==> config.mk <==
export PLATFORM = sky130hd
export DESIGN_NAME = command_line_framer_validator_core
export DESIGN_NICKNAME = d
export VERILOG_FILES = /design/src/sv/clfv_pkg.sv /design/src/sv/clfv_line_tracker.sv /design/src/sv/command_line_framer_validator_core.sv
export SDC_FILE = /design/constraint.sdc
export NUM_CORES = 1
export LEC_CHECK = 0
export BUFFER_PORTS_ARGS = -buffer_cell sky130_fd_sc_hd__buf_4
export CAP_MARGIN = 20
export CELL_PAD_IN_SITES_DETAIL_PLACEMENT = 1
export CELL_PAD_IN_SITES_GLOBAL_PLACEMENT = 2
export CORE_ASPECT_RATIO = 0.5
export CORE_MARGIN = 4
export CORE_UTILIZATION = 40
export DETAILED_ROUTE_END_ITERATION = 8
export HOLD_SLACK_MARGIN = 0.05
export MAX_ROUTING_LAYER = met4
export PLACE_DENSITY_LB_ADDON = 0.1
export SLEW_MARGIN = 20
export SYNTH_ARGS = -nofsm -noshare
export SYNTH_HDL_FRONTEND = slang
export SYNTH_SLANG_ARGS = --single-unit
==> constraint.sdc <==
create_clock -name clk -period 6.5 [get_ports clk]
set_clock_uncertainty 0.2 [all_clocks]
set_input_delay 0.975 -clock clk [delete_from_list [all_inputs] [get_ports clk]]
set_output_delay 0.975 -clock clk [all_outputs]
set_load 0.005 [all_outputs]
==> src/sv/clfv_pkg.sv <==
package clfv_pkg;

  localparam int MAX_LINE_DEF = 256;

  localparam logic [7:0] CH_NL    = 8'd10;
  localparam logic [7:0] CH_CR    = 8'd13;
  localparam logic [7:0] CH_SPACE = 8'h20;
  localparam logic [7:0] CH_EQ    = 8'h3D;
  localparam logic [7:0] CH_DASH  = 8'h2D;
  localparam logic [7:0] CH_UNDER = 8'h5F;
  localparam logic [7:0] CH_DOT   = 8'h2E;

  typedef enum logic [2:0] {
    PH_LEAD,
    PH_VERB,
    PH_GAP,
    PH_KEY,
    PH_VALUE,
    PH_DROP
  } phase_t;

  typedef enum logic [2:0] {
    ST_OK,
    ST_EMPTY,
    ST_BAD_VERB,
    ST_NO_EQUALS,
    ST_BAD_KEY,
    ST_OVERLONG
  } status_t;

  typedef struct packed {
    phase_t     phase;
    status_t    err;
    logic       tok_ok;
    logic       tok_ne;
    logic [7:0] fields;
  } line_t;

  typedef struct packed {
    status_t    status;
    logic [7:0] field_count;
    logic [8:0] line_length;
  } verdict_t;

  localparam line_t LINE_CLEAR = '{
    phase:  PH_LEAD,
    err:    ST_OK,
    tok_ok: 1'b1,
    tok_ne: 1'b0,
    fields: 8'd0
  };

  function automatic logic bare_char(logic [7:0] c);
    return (c >= 8'h61 && c <= 8'h7A) || (c >= 8'h41 && c <= 8'h5A) ||
           (c >= 8'h30 && c <= 8'h39) || c == CH_DASH || c == CH_UNDER ||
           c == CH_DOT;
  endfunction

  // One ordinary byte of a line against the parse state.
  function automatic line_t parse_byte(line_t st, logic [7:0] c);
    line_t r;
    r = st;
    if (st.err == ST_OK) begin
      unique case (st.phase)
        PH_LEAD: begin
          if (c != CH_SPACE) begin
            r.phase  = PH_VERB;
            r.tok_ok = bare_char(c);
            r.tok_ne = 1'b1;
          end
        end
        PH_VERB: begin
          if (c == CH_SPACE) begin
            if (st.tok_ok && st.tok_ne) r.phase = PH_GAP;
            else r.err = ST_BAD_VERB;
          end else begin
            r.tok_ok = st.tok_ok && bare_char(c);
          end
        end
        PH_GAP: begin
          if (c == CH_EQ) begin
            r.err = ST_BAD_KEY;
          end else if (c != CH_SPACE) begin
            r.phase  = PH_KEY;
            r.tok_ok = bare_char(c);
            r.tok_ne = 1'b1;
          end
        end
        PH_KEY: begin
          if (c == CH_SPACE) begin
            r.err = ST_NO_EQUALS;
          end else if (c == CH_EQ) begin
            if (st.tok_ok && st.tok_ne) begin
              if (st.fields != 8'hFF) r.fields = st.fields + 8'd1;
              r.phase = PH_VALUE;
            end else begin
              r.err = ST_BAD_KEY;
            end
          end else begin
            r.tok_ok = st.tok_ok && bare_char(c);
          end
        end
        PH_VALUE: begin
          if (c == CH_SPACE) r.phase = PH_GAP;
        end
        default: ;
      endcase
    end
    return r;
  endfunction

  function automatic status_t final_status(line_t st);
    status_t s;
    s = ST_OK;
    if (st.err != ST_OK) begin
      s = st.err;
    end else begin
      unique case (st.phase)
        PH_LEAD: s = ST_EMPTY;
        PH_VERB: s = (st.tok_ok && st.tok_ne) ? ST_OK : ST_BAD_VERB;
        PH_KEY:  s = ST_NO_EQUALS;
        default: s = ST_OK;
      endcase
    end
    return s;
  endfunction

endpackage

==> src/sv/clfv_line_tracker.sv <==
module clfv_line_tracker
  import clfv_pkg::*;
#(
  parameter int MAX_LINE = MAX_LINE_DEF
) (
  input  logic       clk,
  input  logic       rst_n,
  input  logic       step,
  input  logic [7:0] step_byte,
  output verdict_t   verdict
);

  localparam int CW = $clog2(MAX_LINE + 1);
  localparam int LW = (CW > 9) ? CW : 9;

  line_t         line_r, line_nxt, line_mid;
  logic          pend_r, pend_nxt;
  logic [CW-1:0] cnt_r, cnt_nxt;
  logic [CW-1:0] len_sel;
  logic [LW-1:0] len_ext;

  // Next state of the line parser.
  always_comb begin
    line_nxt = line_r;
    pend_nxt = pend_r;
    cnt_nxt  = cnt_r;
    line_mid = pend_r ? parse_byte(line_r, CH_CR) : line_r;
    if (step) begin
      priority if (step_byte == CH_NL) begin
        line_nxt = LINE_CLEAR;
        pend_nxt = 1'b0;
        cnt_nxt  = '0;
      end else if (line_r.phase == PH_DROP) begin
        line_nxt = line_r;
      end else if (cnt_r >= CW'(MAX_LINE)) begin
        line_nxt.phase = PH_DROP;
        pend_nxt       = 1'b0;
      end else begin
        cnt_nxt = cnt_r + 1'b1;
        if (step_byte == CH_CR) begin
          pend_nxt = 1'b1;
        end else begin
          // held returns act as a single non-token byte
          line_nxt = parse_byte(line_mid, step_byte);
          pend_nxt = 1'b0;
        end
      end
    end
  end

  always_ff @(posedge clk) begin
    if (!rst_n) begin
      line_r <= LINE_CLEAR;
      pend_r <= 1'b0;
      cnt_r  <= '0;
    end else begin
      line_r <= line_nxt;
      pend_r <= pend_nxt;
      cnt_r  <= cnt_nxt;
    end
  end

  // Verdict for a newline arriving now.
  always_comb begin
    len_sel = (line_r.phase == PH_DROP) ? CW'(MAX_LINE) : cnt_r;
    len_ext = LW'(len_sel);
    verdict.line_length = (len_ext > LW'(511)) ? 9'h1FF : len_ext[8:0];
    if (line_r.phase == PH_DROP) begin
      verdict.status      = ST_OVERLONG;
      verdict.field_count = 8'd0;
    end else begin
      verdict.status      = final_status(line_r);
      verdict.field_count = line_r.fields;
    end
  end

  a_drop_full: assert property (@(posedge clk) disable iff (!rst_n)
    line_r.phase == PH_DROP |-> cnt_r == CW'(MAX_LINE))
    else $error("dropped line without full count");

  a_err_sticky: assert property (@(posedge clk) disable iff (!rst_n)
    line_r.err != ST_OK && step && step_byte != CH_NL |=> $stable(line_r.err))
    else $error("first error overwritten");

  a_nl_clears: assert property (@(posedge clk) disable iff (!rst_n)
    step && step_byte == CH_NL |=> cnt_r == '0 && !pend_r && line_r.fields == 8'd0)
    else $error("line state not cleared at newline");

endmodule

==> src/sv/command_line_framer_validator_core.sv <==
// Command line framer / validator.
// Input channel: one byte per word on in_byte, in_valid / in_stall.
// Output channel: one verdict word per line (out_status, out_field_count,
// out_line_length) on out_valid / out_stall; other bytes produce nothing.
// A byte accepted at one edge is held in an input register and parsed in the
// next cycle, unless it is a newline held there by a stall; the verdict for
// a newline is registered as it is parsed, which raises out_valid.
// Throughput is one byte per cycle while no newline stalls: the parser is a
// short combinational step between the input register and the line-state /
// result registers. When the receiver stalls with a verdict waiting, ordinary
// bytes keep flowing; only a following newline waits in the input register,
// which then raises in_stall until the output register frees.
// Reset (rst_n low, synchronous) empties both registers and returns the
// parser to the start of a line.
module command_line_framer_validator_core
  import clfv_pkg::*;
#(
  parameter int MAX_LINE = MAX_LINE_DEF
) (
  input  logic       clk,
  input  logic       rst_n,
  input  logic       in_valid,
  output logic       in_stall,
  input  logic [7:0] in_byte,
  output logic       out_valid,
  input  logic       out_stall,
  output logic [2:0] out_status,
  output logic [7:0] out_field_count,
  output logic [8:0] out_line_length
);

  logic       s1_valid_r;
  logic [7:0] s1_byte_r;
  logic       s1_nl;
  logic       s1_go;
  logic       out_free;
  verdict_t   verdict;
  verdict_t   out_r;
  logic       out_valid_r;

  assign s1_nl    = s1_byte_r == CH_NL;
  assign out_free = !out_valid_r || !out_stall;
  assign s1_go    = s1_valid_r && (!s1_nl || out_free);
  assign in_stall = s1_valid_r && !s1_go;

  clfv_line_tracker #(
    .MAX_LINE(MAX_LINE)
  ) u_tracker (
    .clk      (clk),
    .rst_n    (rst_n),
    .step     (s1_go),
    .step_byte(s1_byte_r),
    .verdict  (verdict)
  );

  always_ff @(posedge clk) begin
    if (!rst_n) begin
      s1_valid_r <= 1'b0;
    end else if (!in_stall) begin
      s1_valid_r <= in_valid;
    end
  end

  always_ff @(posedge clk) begin
    if (!in_stall) s1_byte_r <= in_byte;
  end

  always_ff @(posedge clk) begin
    if (!rst_n) begin
      out_valid_r <= 1'b0;
    end else if (s1_go && s1_nl) begin
      out_valid_r <= 1'b1;
    end else if (!out_stall) begin
      out_valid_r <= 1'b0;
    end
  end

  always_ff @(posedge clk) begin
    if (s1_go && s1_nl) out_r <= verdict;
  end

  assign out_valid       = out_valid_r;
  assign out_status      = out_r.status;
  assign out_field_count = out_r.field_count;
  assign out_line_length = out_r.line_length;

  a_stall_full: assert property (@(posedge clk) disable iff (!rst_n)
    in_stall |-> s1_valid_r && s1_nl && out_valid_r)
    else $error("input stalled without a blocked newline");

  a_nl_result: assert property (@(posedge clk) disable iff (!rst_n)
    s1_go && s1_nl |=> out_valid_r)
    else $error("newline word gave no verdict");

  a_no_drop: assert property (@(posedge clk) disable iff (!rst_n)
    out_valid_r && out_stall |-> !(s1_go && s1_nl))
    else $error("verdict overwritten while stalled");

endmodule
Yosys cells after proc, flatten, opt, wreduce, memory -nomap -nowiden
Index checks and enable logic that the tools add are counted.
{ "op_classes": {"eq_ne": 22, "order_cmp": 8, "reduce_logical": 31, "n_addsub": 2, "mux": 52} }
{ "ops": {"columns": ["cell", "count"], "rows": [
  ["2-to-1 mux 16 bit", 5],
  ["2-to-1 mux 3 bit", 14],
  ["2-to-1 mux 8 bit", 5],
  ["2-to-1 mux 9 bit", 4],
  ["== test 8 x 6 -> 1 bit (second input constant)", 4],
  ["one-hot mux 3 bit (3 select lines)", 2],
  ["== test 8 x 4 -> 1 bit (second input constant)", 2],
  [">= comparator 8 x 7 -> 1 bit (second input constant)", 2],
  ["<= comparator 8 x 7 -> 1 bit (second input constant)", 2],
  ["one-hot mux 3 bit (5 select lines)", 1],
  ["2-to-1 mux 13 bit", 1],
  ["== test 3 x 2 -> 1 bit (second input constant)", 4],
  ["logical NOT 3 bit", 4],
  ["2-to-1 mux 6 bit", 2],
  ["2-to-1 mux 1 bit", 11],
  ["adder 9 x 1 -> 9 bit (second input constant)", 1],
  [">= comparator 9 bit (second input constant)", 1],
  ["> comparator 9 bit (second input constant)", 1],
  ["logical AND 1 bit", 9],
  ["adder 8 x 1 -> 8 bit (second input constant)", 1],
  ["== test 8 x 7 -> 1 bit (second input constant)", 1],
  [">= comparator 8 x 6 -> 1 bit (second input constant)", 1],
  ["<= comparator 8 x 6 -> 1 bit (second input constant)", 1],
  ["2-to-1 mux 2 bit", 4],
  ["other kinds (18)", 32]
]} }
{ "totals": {"register_bits": 56, "wordCells": 128, "out_inout_bits": 22, "input_bits": 12} }

Longest topological paths before layout
{ "depth": {"word_depth": 16, "ltp_mapped": 8, "ltp_nobuf": 7} }

Cells and area by module
A second synthesis with hierarchy kept.
{ "hier_totals": {"hier_cells": 327, "hier_area_um2": 3085.5} }
{ "by_module_without_submodules": {"columns": ["mod", "area_each_um2", "n_inst", "seq_area_each_um2", "cells_per_inst"], "rows": [
  ["clfv_line_tracker", 2102.0, 1, 520.5, 282],
  ["command_line_framer_validator_core", 983.4, 1, 880.8, 45]
]} }

Least setup slack after synthesis
OpenSTA, ideal clock, no wires.
{ "synth_timing": {"kind": "register to register", "from": "register s1_byte_r[4]", "to": "register u_tracker.line_r[11] in the netlist's numbering", "period_less_slack_ps": 2920, "stages_incl_launch_ff": 8, "path_buffers": 1, "t_arrival_ps": 2636, "t_required_ps": 6216, "setup_time_ps": 84, "path_slack_ps": 3580, "cell_sequence": "edfxtp_1 -> buf_2 -> or4_4 -> nor3_2 -> and3_1 -> a21oi_1 -> or3_1 -> o31ai_2"} }
{ "synth_between": {"elab_chain_len": 9, "elab_cells_between_ends": 21, "classes_between": "7 x eq/ne; 10 x mux; 4 x reduce/logical"} }
{ "synth_rtl": {"columns": ["item", "line_no", "text"], "rows": [
  ["start: declaration", "command_line_framer_validator_core.sv:33", "logic [7:0] s1_byte_r;"],
  ["start signal: assignment", "command_line_framer_validator_core.sv:65", "if (!in_stall) s1_byte_r <= in_byte;"],
  ["== test 8 x 6 -> 1 bit", "clfv_pkg.sv:81, clfv_pkg.sv:92", null],
  ["2-to-1 mux 6 bit", "clfv_pkg.sv:92", "end else if (c == CH_EQ) begin"],
  ["2-to-1 mux 3 bit", "clfv_pkg.sv:90", "if (c == CH_SPACE) begin"],
  ["one-hot mux 3 bit (3 select lines)", "clfv_pkg.sv:64", "unique case (st.phase)"],
  ["2-to-1 mux 16 bit", "clfv_pkg.sv:63", "if (st.err == ST_OK) begin"],
  ["2-to-1 mux 16 bit", "clfv_line_tracker.sv:40", "if (step_byte == CH_CR) begin"],
  ["2-to-1 mux 13 bit", "clfv_line_tracker.sv:35", "end else if (cnt_r >= CW'(MAX_LINE)) begin"],
  ["2-to-1 mux 16 bit", "clfv_line_tracker.sv:33", "end else if (line_r.phase == PH_DROP) begin"],
  ["2-to-1 mux 16 bit", "clfv_line_tracker.sv:29", "priority if (step_byte == CH_NL) begin"],
  ["end signal: assignment", "clfv_line_tracker.sv:57", "line_r <= line_nxt;"],
  ["end: declaration", "clfv_line_tracker.sv:16", "line_t line_r, line_nxt, line_mid;"]
]} }
Parallel ways exist; a longest one is shown, timed or not. The select of a mux whose other input is x is not followed.
A chain may end at the register's enable or synchronous reset.

Worst setup path after layout
{ "layout_timing": {"from": "register s1_byte_r[5]", "to": "output port in_stall"} }
{ "layout_between": {"elab_chain_len": 6} }
{ "layout_rtl": {"columns": ["item", "line_no", "text"], "rows": [
  ["== test 8 x 4 -> 1 bit", "command_line_framer_validator_core.sv:41", "assign s1_nl = s1_byte_r == CH_NL;"],
  ["logical NOT 1 bit", "command_line_framer_validator_core.sv:43", "assign s1_go = s1_valid_r && (!s1_nl || out_free);"],
  ["logical OR 1 bit", "command_line_framer_validator_core.sv:43", null],
  ["logical AND 1 bit", "command_line_framer_validator_core.sv:43", null],
  ["logical NOT 1 bit", "command_line_framer_validator_core.sv:44", "assign in_stall = s1_valid_r && !s1_go;"],
  ["logical AND 1 bit", "command_line_framer_validator_core.sv:44", null],
  ["end: declaration", "command_line_framer_validator_core.sv:23", "output logic in_stall,"]
]} }
No other way between the ends.

==> summary.md <==
| Metric | Value |
|---|---|
| CP Launch Type | `register` |
| Clock Tree Buf Depth | `2` |
| Final setup fails | `0` |
| Setup crit end kind | `primary output` |
| R2r endpoint | `u_tracker.line_r[3]$_SDFFE_PN0P_` |
| DRC Markers | `0` |
| Worst Path Required | `roughly 5.3 ns` |
| DR pass1 iterations | `4` |
| Synth top area share | `28.73%` |
| Max cap viols | `0` |
| Ranking of synthesized cells by area | `edfxtp_1 (29%), dfxtp_1 (19%), nand2_1 (4.0%)` |
| Sequential Power Share | `approximately 55%` |
| Hold EP | `u_tracker.line_r[0]$_SDFFE_PN0P_` |
| Pwr per Cell Area | `209.4 nW/µm²` |
| Critical path arrival | `2.38 ns` |
| Switch share | `a little under a quarter` |
| GRT overflow | `0` |
| Ports | `34` |
| Setup TNS | `0 ns` |
| Post-cts hold buffer count | `0` |
| Post-synth top flop | `edfxtp_1` |
| Root Driver | `clkbuf_16` |
| Largest net degree at the start of global routing | `25` |
| Worst flop-to-flop path startpoint | `u_tracker.line_r[14]$_SDFFE_PN0P_` |
| ANT nets after route | `0` |
| Post-synth top area cell | `edfxtp_1` |
| Crit-path max FO | `9` |
| Final hold vios | `0` |
| Vias | `between 2,000 and 2,500` |
| Max-slew violation count | `0` |
| Fmax | `281.5 MHz` |
| Setup repair bufs after CTS | `0` |
| Max-slew headroom at the worst pin | `between 30% and 40%` |
| RSZ-0062 raised after global routing | `false` |
| Worst Hold Launch | `u_tracker.line_r[0]$_SDFFE_PN0P_` |
| Layout cell share with drive strength beyond 1 | `around 17%` |
| Yosys reg bits | `56` |
| Vias in the first global route | `2,400` |
| PortBufs | `33` |
| CORE AREA | `slightly below 7000 µm²` |
| Syn Inst Count | `about 300` |
| # H-tree levels | `2` |
| Most frequent cell after synthesis | `nand2_1` |
| DR iter-0 viols | `~170` |
| Fin crit share | `between 50 and 60%` |
| Clock Sinks | `56` |
| Number of diodes | `0` |
| Clk pwr share | `39.4%` |
| Skew-Pair Late Insertion Delay | `roughly 0.30 ns` |
| # fillers | `797` |
| Initial antenna violation count | `0` |
| HP Class | `reg -> reg` |
| Total die area | `8832 µm²` |
| GP Congestion | `~0.82` |
| EDFF count, synth | `28` |
| Routed WL | `7.317 mm` |
| Die span in x | `about 130 µm` |
| CTS tree | `done` |
| Sw power | `0.0001644 W` |
| Count of cell types in the netlist | `63` |
| Int Power | `0.0005368 W` |
| HPWL Detailed | `5.150 mm` |
| CTS clk-pin slew, worst paths | `0.07 ns` |
| Mean Syn Cell Area | `between 9 and 10 µm²` |
| Die Y | `just under 70 µm` |
| Ys Warns | `0` |
| GRT Total Usage | `about 19%` |
| CP Launch Point | `s1_byte_r[5]$_DFFE_PN_` |
| Comb power frac | `~5.6%` |
| CTS resizes | `0` |
| Mapped Nets | `around 310` |
| Status | `finished, final reports clean` |
| Worst Max-Slew Pin Slew | `roughly 0.9 ns` |
| Post-synth ARST share | `0%` |
| VDD IR max | `0.0001086 V` |
| Num CTS Buffers | `5` |
| DR vias/cell | `about 5.8` |
| Starting density of the core | `between 40% and 50%` |
| Row Count | `21` |
| Synth cell count leaders | `nand2_1 (31), dfxtp_1 (28), edfxtp_1 (28), nor2_1 (21), and2_1 (16)` |
| Hold Crit Depth | `1` |
| WL per Instance | `approximately 18 µm` |
| Cell count of the worst reg-to-reg path | `6` |
| Setup CP Type | `reg -> out` |
| Seq/Total Area, Yosys | `a little under half` |
| Area Overhead vs Synth | `14.45%` |
| Min Tclk post-route | `around 3.6 ns` |
| Final Core Density | `about half` |
| Worst reg2reg setup slack | `approximately 3.4 ns` |
| Nets | `338` |
| Post-Syn Area | `a little under 3000 µm²` |
| First-pass GRT wire length | `approximately 12 mm` |
| Leakage power | `between 1 and 1.5 nW` |
through the flow:
step / std cells / total power (W) / worst slack [ns] / instance area, µm² / hold WS, ns
after CTS: 416 / 0.0007133 / 2.911 / 3349 / 0.3156
after detailed placement: 408 / 0.0004329 / 3.259 / 3203 / 0.2959
after floorplan: 297 / 0.0004202 / 3.580 / 2927 / 0.2513
final: 416 / 0.0007012 / 2.948 / 3349 / 0.3101
after global routing: 416 / 0.0007338 / 2.784 / 3349 / 0.3428
after global placement: 408 / 0.0004314 / 3.321 / 3203 / 0.2768
final cells by class:
cell class,count,area (µm²),share of cell area [%]
clock buffer,5,125.1,3.736
clock inverter,3,21.27,0.6350
inverter,4,15.01,0.4483
multi-input combinational,221,1409,42.06
sequential,56,1401,41.84
tap,92,115.1,3.437
timing repair buffer,35,262.8,7.845
metal layers:
metal / share of wire (%) / GRT usage, % / wire [µm]
met1: 51 / 24.92 / 3717
met2: 43 / 28.74 / 3157
met3: 5.2 / 4.287 / 378
met4: 0.87 / 4.712 / 64
met5: 0 / - / 0
sequential cells by signal, summed over array words and instances (netlist names), 3 cells and up:
signal            flops
out_field_count       8
out_line_length       9
out_status            3
s1_byte_r             8
u_tracker.cnt_r       9
u_tracker.line_r     16
worst max-delay path by stage:
stage	endpoint	slack, ns	cells past startpoint
finish	in_stall	2.95	5
global route	in_stall	2.78	5
CTS	in_stall	2.91	5
detailed placement	in_stall	3.26	5
global placement	in_stall	3.32	5
floorplan	u_tracker.line_r[11]$_SDFFE_PN0P_	3.58	7
power by group through the flow:
| stage | Clock (W) | Combinational (W) | Sequential, W |
|---|---|---|---|
| final | 0.000276 | 0.0000396 | 0.000386 |
| after global routing | 0.000302 | 0.0000445 | 0.000387 |
| after CTS | 0.000288 | 0.0000398 | 0.000385 |
| after detailed placement | 0 | 0.0000396 | 0.000393 |
| after global placement | 0 | 0.0000388 | 0.000393 |
| after floorplan | 0 | 0.0000349 | 0.000385 |
critical path, cell delays in order, from the launching register on:
cell,delay (ns)
edfxtp_1,0.51
or4_4,0.61
nor3_2,0.22
nand4_1,0.40
inv_1,0.21
buf_4,0.13
layout by cell type, fill, tap and decap left out, types with 2 or more instances in the layout:
| cell type | count |
|---|---|
| a211o_1 | 2 |
| a211oi_1 | 2 |
| a21o_1 | 3 |
| a21oi_1 | 15 |
| a22o_1 | 3 |
| a22oi_1 | 2 |
| a31oi_1 | 3 |
| and2_1 | 16 |
| and3_1 | 4 |
| and3b_1 | 3 |
| and4_1 | 2 |
| buf_4 | 35 |
| clkbuf_16 | 5 |
| dfxtp_1 | 28 |
| edfxtp_1 | 28 |
| ha_1 | 3 |
| inv_1 | 4 |
| mux2i_1 | 3 |
| nand2_1 | 31 |
| nand2b_1 | 7 |
| nand3_1 | 6 |
| nand3b_1 | 2 |
| nand4_1 | 7 |
| nor2_1 | 21 |
| nor2b_1 | 6 |
| nor3_1 | 3 |
| nor3_2 | 2 |
| nor4_1 | 6 |
| nor4b_1 | 2 |
| o211ai_1 | 5 |
| o21a_1 | 5 |
| o21ai_0 | 12 |
| o22a_1 | 3 |
| o22ai_1 | 3 |
| o31ai_1 | 2 |
| o41ai_1 | 2 |
| or3_1 | 6 |
| or4_1 | 4 |
| xor2_1 | 5 |
logic make-up after synthesis:
group           Yosys count  share of synthesized area [%]
buf+inv                  20                          3.976
flops                    56                          47.88
simple gates            138                          27.15
xor+xnor                  5                          1.496
fa+ha+maj                 3                          1.283
compound gates           72                          17.19
mux                       3                          1.026
Note: power is estimated with default switching activity, not from simulation.
